==> src/sv/ebec_pkg.sv <==
package ebec_pkg;

    // quadrature counter width
    localparam int DEF_COUNT_BITS = 16;
    localparam int ENC_PORT_BITS  = 16;

    localparam int TICK_BITS  = 8;
    localparam int CLICK_BITS = 2;
    localparam int CODE_BITS  = 4;
    localparam int ADDR_BITS  = 5;
    localparam int DATA_BITS  = 32;

    typedef logic [TICK_BITS-1:0] tick_t;
    typedef logic [CODE_BITS-1:0] code_t;

    // register indexes on the config port
    typedef enum logic [2:0] {
        REG_PRESS_DEBOUNCE = 3'd0,
        REG_RELEASE_GAP    = 3'd1,
        REG_LONG_PRESS     = 3'd2,
        REG_FAST_WINDOW    = 3'd3,
        REG_STEP_THRESHOLD = 3'd4
    } reg_index_t;

    localparam tick_t RST_PRESS_DEBOUNCE = 8'd2;
    localparam tick_t RST_RELEASE_GAP    = 8'd25;
    localparam tick_t RST_LONG_PRESS     = 8'd100;
    localparam tick_t RST_FAST_WINDOW    = 8'd7;
    localparam tick_t RST_STEP_THRESHOLD = 8'd2;

    localparam tick_t TICK_MAX = 8'd255;
    localparam logic [CLICK_BITS-1:0] CLICK_MAX = 2'd3;

    localparam code_t EV_NONE   = 4'd0;
    localparam code_t EV_SHORT  = 4'd1;
    localparam code_t EV_DOUBLE = 4'd2;
    localparam code_t EV_LONG   = 4'd3;
    localparam code_t EV_RIGHT  = 4'd4;
    localparam code_t EV_LEFT   = 4'd7;
    localparam code_t EV_LAST   = 4'd9;
    // offsets from the plain rotation code
    localparam code_t EV_FAST_OFS    = 4'd1;
    localparam code_t EV_PRESSED_OFS = 4'd2;

    function automatic tick_t sat_inc(input tick_t v);
        sat_inc = (v == TICK_MAX) ? TICK_MAX : v + tick_t'(1);
    endfunction

endpackage

==> src/sv/encoder_button_event_classifier.sv <==
// channel   valid      stall      payload
// ------    --------   --------   ---------------------------------------
// in        in_valid   in_stall   button_level, encoder_count
// out       out_valid  out_stall  event_code
// config    apb write/read of five 8-bit registers at byte address 4*index
//
// one item per cycle while in_stall is low; the event is computed in the
// accept cycle from the state registers and lands in the output register,
// or in the skid register while the output is stalled, which keeps the input
// open; in_stall rises only when the skid register is full
// rst_n clears the state counters and valid flags, loads config defaults
module encoder_button_event_classifier
#(
    parameter int COUNT_BITS = ebec_pkg::DEF_COUNT_BITS
)
(
    input  logic                           clk,
    input  logic                           rst_n,
    input  logic                           psel,
    input  logic                           penable,
    input  logic                           pwrite,
    input  logic [ebec_pkg::ADDR_BITS-1:0] paddr,
    input  logic [ebec_pkg::DATA_BITS-1:0] pwdata,
    output logic [ebec_pkg::DATA_BITS-1:0] prdata,
    output logic                           pready,
    input  logic                           in_valid,
    output logic                           in_stall,
    input  logic                           button_level,
    input  logic [ebec_pkg::ENC_PORT_BITS-1:0] encoder_count,
    output logic                           out_valid,
    input  logic                           out_stall,
    output logic [ebec_pkg::CODE_BITS-1:0] event_code
);
    import ebec_pkg::*;

    // bits of the counter actually compared
    localparam int CW = (COUNT_BITS < ENC_PORT_BITS) ? COUNT_BITS : ENC_PORT_BITS;

    tick_t press_debounce_reg, release_gap_reg, long_press_reg;
    tick_t fast_window_reg, step_threshold_reg;

    tick_t                 pressed_ticks_reg, pressed_ticks_next;
    tick_t                 released_ticks_reg, released_ticks_next;
    logic [CLICK_BITS-1:0] pending_clicks_reg, pending_clicks_next;
    tick_t                 ticks_since_step_reg, ticks_since_step_next;
    logic [CW-1:0]         last_count_reg, last_count_next;

    logic  out_valid_reg, out_valid_next;
    code_t out_code_reg, out_code_next;
    logic  skid_valid_reg, skid_valid_next;
    code_t skid_code_reg, skid_code_next;

    logic          cfg_write;
    reg_index_t    cfg_index;
    logic          in_fire, out_fire;
    logic          pressed, press_arrived, release_arrived;
    tick_t         p_inc, r_inc, ts_inc, after_long;
    logic [CLICK_BITS-1:0] pc_click;
    logic [CW-1:0] count, diff;
    logic          count_up, step;
    code_t         ev, base;

    // config port
    assign pready    = 1'b1;
    assign cfg_write = psel && penable && pwrite && pready;
    assign cfg_index = reg_index_t'(paddr[ADDR_BITS-1:2]);

    always_ff @(posedge clk or negedge rst_n)
    begin
        if (!rst_n)
        begin
            press_debounce_reg <= RST_PRESS_DEBOUNCE;
            release_gap_reg    <= RST_RELEASE_GAP;
            long_press_reg     <= RST_LONG_PRESS;
            fast_window_reg    <= RST_FAST_WINDOW;
            step_threshold_reg <= RST_STEP_THRESHOLD;
        end
        else if (cfg_write)
        begin
            unique case (cfg_index)
                REG_PRESS_DEBOUNCE: press_debounce_reg <= pwdata[TICK_BITS-1:0];
                REG_RELEASE_GAP:    release_gap_reg    <= pwdata[TICK_BITS-1:0];
                REG_LONG_PRESS:     long_press_reg     <= pwdata[TICK_BITS-1:0];
                REG_FAST_WINDOW:    fast_window_reg    <= pwdata[TICK_BITS-1:0];
                REG_STEP_THRESHOLD: step_threshold_reg <= pwdata[TICK_BITS-1:0];
                default: ;
            endcase
        end
    end

    always_comb
    begin
        prdata = '0;
        unique case (cfg_index)
            REG_PRESS_DEBOUNCE: prdata = DATA_BITS'(press_debounce_reg);
            REG_RELEASE_GAP:    prdata = DATA_BITS'(release_gap_reg);
            REG_LONG_PRESS:     prdata = DATA_BITS'(long_press_reg);
            REG_FAST_WINDOW:    prdata = DATA_BITS'(fast_window_reg);
            REG_STEP_THRESHOLD: prdata = DATA_BITS'(step_threshold_reg);
            default:            prdata = '0;
        endcase
    end

    // handshakes
    assign in_stall = skid_valid_reg;
    assign in_fire  = in_valid && !skid_valid_reg;
    assign out_fire = out_valid_reg && !out_stall;

    // per-tick classification
    assign pressed         = !button_level;
    assign p_inc           = sat_inc(pressed_ticks_reg);
    assign r_inc           = sat_inc(released_ticks_reg);
    assign ts_inc          = sat_inc(ticks_since_step_reg);
    assign after_long      = sat_inc(long_press_reg);
    assign press_arrived   = pressed && (pressed_ticks_reg != TICK_MAX);
    assign release_arrived = !pressed && (released_ticks_reg != TICK_MAX);

    assign count    = encoder_count[CW-1:0];
    assign count_up = count > last_count_reg;
    assign diff     = count_up ? count - last_count_reg : last_count_reg - count;
    assign step     = diff >= CW'(step_threshold_reg);
    assign base     = count_up ? EV_RIGHT : EV_LEFT;

    always_comb
    begin
        pressed_ticks_next  = pressed ? p_inc : '0;
        released_ticks_next = pressed ? '0 : r_inc;
        pc_click            = pending_clicks_reg;
        ev                  = EV_NONE;

        if (press_arrived && p_inc == press_debounce_reg && pc_click != CLICK_MAX)
        begin
            pc_click = pc_click + CLICK_BITS'(1);
        end
        pending_clicks_next = pc_click;

        if (release_arrived && r_inc == release_gap_reg && pc_click != '0)
        begin
            ev                  = (pc_click > CLICK_BITS'(1)) ? EV_DOUBLE : EV_SHORT;
            pending_clicks_next = '0;
        end
        if (press_arrived && p_inc == long_press_reg)
        begin
            pressed_ticks_next  = after_long;
            pending_clicks_next = '0;
            ev                  = EV_LONG;
        end

        ticks_since_step_next = ts_inc;
        last_count_next       = last_count_reg;
        if (step)
        begin
            // held button wins over fast turning
            if (pressed_ticks_next != '0)
                ev = base + EV_PRESSED_OFS;
            else if (ts_inc <= fast_window_reg)
                ev = base + EV_FAST_OFS;
            else
                ev = base;
            pressed_ticks_next    = after_long;
            pending_clicks_next   = '0;
            last_count_next       = count;
            ticks_since_step_next = '0;
        end
    end

    always_ff @(posedge clk or negedge rst_n)
    begin
        if (!rst_n)
        begin
            pressed_ticks_reg    <= '0;
            released_ticks_reg   <= '0;
            pending_clicks_reg   <= '0;
            ticks_since_step_reg <= '0;
            last_count_reg       <= '0;
        end
        else if (in_fire)
        begin
            pressed_ticks_reg    <= pressed_ticks_next;
            released_ticks_reg   <= released_ticks_next;
            pending_clicks_reg   <= pending_clicks_next;
            ticks_since_step_reg <= ticks_since_step_next;
            last_count_reg       <= last_count_next;
        end
    end

    // output register with skid
    always_comb
    begin
        out_valid_next  = out_valid_reg;
        out_code_next   = out_code_reg;
        skid_valid_next = skid_valid_reg;
        skid_code_next  = skid_code_reg;
        if (skid_valid_reg)
        begin
            if (out_fire)
            begin
                out_code_next   = skid_code_reg;
                skid_valid_next = 1'b0;
            end
        end
        else if (in_fire)
        begin
            if (!out_valid_reg || out_fire)
            begin
                out_valid_next = 1'b1;
                out_code_next  = ev;
            end
            else
            begin
                skid_valid_next = 1'b1;
                skid_code_next  = ev;
            end
        end
        else if (out_fire)
        begin
            out_valid_next = 1'b0;
        end
    end

    always_ff @(posedge clk or negedge rst_n)
    begin
        if (!rst_n)
        begin
            out_valid_reg  <= 1'b0;
            skid_valid_reg <= 1'b0;
        end
        else
        begin
            out_valid_reg  <= out_valid_next;
            skid_valid_reg <= skid_valid_next;
        end
    end

    always_ff @(posedge clk)
    begin
        out_code_reg  <= out_code_next;
        skid_code_reg <= skid_code_next;
    end

    assign out_valid  = out_valid_reg;
    assign event_code = out_code_reg;

    // checks
    a_skid_behind_out: assert property (@(posedge clk) disable iff (!rst_n)
        skid_valid_reg |-> out_valid_reg)
        else $error("skid item held without an output item");

    a_code_range: assert property (@(posedge clk) disable iff (!rst_n)
        out_valid_reg |-> (out_code_reg <= EV_LAST))
        else $error("event code out of range");

    a_step_restart: assert property (@(posedge clk) disable iff (!rst_n)
        (in_fire && step) |=> (ticks_since_step_reg == '0 && pressed_ticks_reg != '0
                               && pending_clicks_reg == '0))
        else $error("rotation step did not restart the tick counters");

    a_long_clears: assert property (@(posedge clk) disable iff (!rst_n)
        (in_fire && ev == EV_LONG) |=> (pending_clicks_reg == '0))
        else $error("long press left pending clicks");

endmodule
==> config.mk <==
export PLATFORM = sky130hd
export DESIGN_NAME = encoder_button_event_classifier
export DESIGN_NICKNAME = d
export VERILOG_FILES = /design/src/sv/ebec_pkg.sv /design/src/sv/encoder_button_event_classifier.sv
export SDC_FILE = /design/constraint.sdc
export NUM_CORES = 1
export LEC_CHECK = 0
export BUFFER_PORTS_ARGS = -buffer_cell sky130_fd_sc_hd__buf_2
export CAP_MARGIN = 20
export CORE_ASPECT_RATIO = 0.5
export CORE_UTILIZATION = 54
export DETAILED_ROUTE_END_ITERATION = 8
export GPL_TIMING_DRIVEN = 0
export PLACE_DENSITY = 0.82
export SKIP_CTS_REPAIR_TIMING = 1
export SLEW_MARGIN = 20
export SYNTH_ARGS = -nofsm -noshare
export SYNTH_HDL_FRONTEND = slang
export SYNTH_SLANG_ARGS = --single-unit
export TNS_END_PERCENT = 30
==> constraint.sdc <==
create_clock -name clk -period 4.8 [get_ports clk]
set_input_delay 0.72 -clock clk [delete_from_list [all_inputs] [get_ports clk]]
set_output_delay 0.72 -clock clk [all_outputs]
set_load 0.005 [all_outputs]
==> flow_summary.toml <==
[grt]
grt_usage_pct = 28.1
first_global_vias = 6720
antenna_found_initial = 0
grt_max_degree = 49
grt_pass1_wl_mm = 32.9
grt-ovfl-total = 0

[die]
rows = 30
start_util_pct = 56.3
io_pins = 100
die_h_microns = 86.9
core_sq_um = 13800
die_w_microns = 172
dieArea_sq_um = 14900

[timing]
hold_ws_ns = 0.336
finalSetupTns_ns = -0.00442
post-route-period-util_pct = 100
drv_slew = 0
slew_headroom_pct = 49.2
hold_viol = 0
fin_crit_ns = 4.80
setup_ws_ns = -0.00207
grt_setup_unrepaired = "true"
skew_ns = 0.00792
setup_viol = 3
worst_slew_pin_slew_ns = 0.762
fmax_mhz = 208

[setup_path]
path_cells = "buf_2, inv_2, ha_4, buf_6, nand4_1, nor4_4, or2_4, a21oi_4, buf_6, buf_4, a221oi_1, o21ai_1, xnor2_1, ha_1, a21o_1, a21o_1, a211oi_2, o211a_1, and4_1, buf_6, buf_2, a21oi_1, a221o_1"
cp_max_fo = 10
crit_start = "encoder_count[14]"
worstSetupPathType = "in -> reg"
reg2regPathDepth = 21
r2r_slack_ns = 0.08
worst_ep_arrival_time_ns = 5.04
r2r_end = "pressed_ticks_reg[1]"
critPathBufInv = 7
crit_cells = 23
critPathTopFamily = "compound AO/OA/AOI/OAI gates"
crit_required_ns = 5.03
endpoint_kind = "flop"
max_stage_delay_ns = 0.40
cp-start-kind = "input pin"
slowest_stage = "nor4_4"
cp-endpoint = "pressed_ticks_reg[1]"
crit-reg2reg-launch = "last_count_reg[14]"
critPathMostFrequentCell = "buf_6"

[final_layout]
layout_commonest_cell = "nand2_1"
multi_input_area_sq_um = 5030
largest_register_ffs = 16
final_util_pct = 66.0
final_cell_mix = "85 x nand2_1, 73 x dfrtp_1, 59 x inv_1, 57 x a21oi_1, 51 x o21ai_0"
regArea_sq_um = 2360
areaGrowthSynthToFinish_pct = 17.3
num_antenna_cells = 0
drive_gt1_share_pct = 21.9
nFillCells = 1108
nets = 1124

[clocking]
cts_tree = "built"
cts_sinks = 92
cts-root-buf = "clkbuf_16"
htree_levels = 3
insertion_delay_ns = 0.35
clock_path_buffers = 2
cts_buffers = 9
clk_pin_slew_worst_paths_ns = 0.07

[placement]
io_buffers = 46
gp_congestion = 0.957
hpwl_mm = 15.2
place_ws_ns = -0.830

[synth]
synth_edf_count = 8
yosysWarnings = 0
synth_ff_type = "dfrtp_1"
synth_area_sq_um = 7780
synthArstFlopShare_pct = 91.3
syn_avg_cell_area_sq_um = 8.56
ys_seq_area_share_pct = 30.3
ys_ff_latch = 92
syn-instance-count = 908
synth_cell_type_count = 79

[power]
clkPwrFrac_pct = 14.1
intPower_mw = 2.94
powerDensity_nw_per_um2 = 592
p_switching_mw = 2.46
total_leakage_power_nw = 4.24
vdd_drop_max_mv = 0.345
power.total_mw = 5.40
p_sw_share_pct = 45.5
p_comb_share_pct = 63.3
pwr-share-seq_pct = 22.7

[detailed_routing]
vias_per_cell = 5.99
top_layer = "met4"
routed_wl_mm = 20.9
wl_met3_mm = 1.49
drcViolationCount = 0
via_count = 7212
ant_nets = 0
drt-met1-wl_mm = 9.09
drt_iter0_markers = 582
wl_met2_mm = 9.85
detail_route.wl_per_cell_microns = 17.4
drt_first_pass_iters = 7

[run]
max_cap_viol_count = 0

[outcome]
failed_checks = "negative setup slack"
status = "finished with violations"

[min_path]
hp-class = "in -> async"
worst reg2reg max path, delay by kind of cell (launching register included):
kind	cells	cell delay (ns)
buffers and inverters	5	0.77
AND/OR/NAND/NOR	4	1.02
XOR/XNOR	1	0.23
adder cells (fa/ha/maj)	2	0.55
flip-flops	1	0.42
AO/OA/AOI/OAI	9	1.60
synthesized netlist by cell type, types with 5 or more instances:
cell | n | area (sq um)
nand2_1 | 85 | 319
dfrtp_1 | 73 | 1830
inv_1 | 62 | 233
a21oi_1 | 59 | 295
ha_1 | 54 | 676
o21ai_0 | 52 | 260
nor2_1 | 50 | 188
mux2i_1 | 37 | 370
nand3_1 | 34 | 170
clkbuf_1 | 32 | 120
mux2_2 | 29 | 327
buf_4 | 28 | 210
a21o_1 | 18 | 135
nor3_1 | 18 | 90.1
xnor2_1 | 18 | 158
xor2_1 | 18 | 158
nand4_1 | 15 | 93.8
and3_1 | 13 | 81.3
buf_2 | 13 | 65.1
a31oi_1 | 11 | 68.8
dfstp_2 | 11 | 289
a211oi_1 | 10 | 75.1
a221oi_1 | 10 | 87.6
o211ai_1 | 10 | 75.1
and2_1 | 9 | 56.3
nand2b_1 | 9 | 56.3
o22ai_1 | 9 | 56.3
edfxtp_1 | 8 | 240
nor2b_1 | 7 | 43.8
nor4_1 | 6 | 37.5
o21a_1 | 6 | 45.0
or3_1 | 6 | 37.5
and4_1 | 5 | 43.8
o31ai_1 | 5 | 37.5
o41ai_1 | 5 | 43.8
through the flow:
step	cells	cell area, sq um
2_1_floorplan	931	7900
3_3_place_gp	1169	8370
3_5_place_dp	1170	8400
4_1_cts	1186	8710
5_1_grt	1204	9120
6_report	1204	9120
kinds of logic after synthesis:
group	count (synthesis)	share of synthesized area (%)
simple gates	279	18.1
compound gates	231	19.6
buf+inv	142	8.70
flops	92	30.3
mux	70	9.98
fa+ha+maj	56	9.20
xor+xnor	36	4.05
other cells	2	0.0966
power groups by stage:
stage	Sequential [mW]	Combinational [mW]	Clock, mW
detailed placement	1.22	2.94	0
global placement	1.21	2.85	0
CTS	1.21	2.96	0.774
floorplan	1.17	2.26	0
finish	1.22	3.42	0.760
global route	1.25	3.69	0.801
worst min-delay path by stage:
stage / startpoint / endpoint / slack (ns) / cells past startpoint
2_1_floorplan: rst_n / fast_window_reg[3] / 0.42 / 0
3_3_place_gp: last_count_reg[15] / last_count_reg[15] / 0.47 / 1
3_5_place_dp: last_count_reg[15] / last_count_reg[15] / 0.49 / 1
4_1_cts: rst_n / last_count_reg[3] / 0.36 / 1
5_1_grt: rst_n / last_count_reg[4] / 0.38 / 1
6_report: rst_n / last_count_reg[4] / 0.34 / 1
cell type report:
cell class,count,area share (%)
Buffer,76,5.50
Clock buffer,9,2.47
Clock inverter,7,0.947
Inverter,64,2.69
Multi-Input combinational cell,697,55.1
Sequential cell,92,25.8
Tap cell,192,2.63
Timing Repair Buffer,67,4.80
metal layers:
metal  global-route usage (%)  vias up
met5                        0        -
met4                     8.93        0
met3                     5.68       55
met2                     46.9      329
met1                     36.9     3410
li1                         -     3418
(Power assumes the default switching activity.)
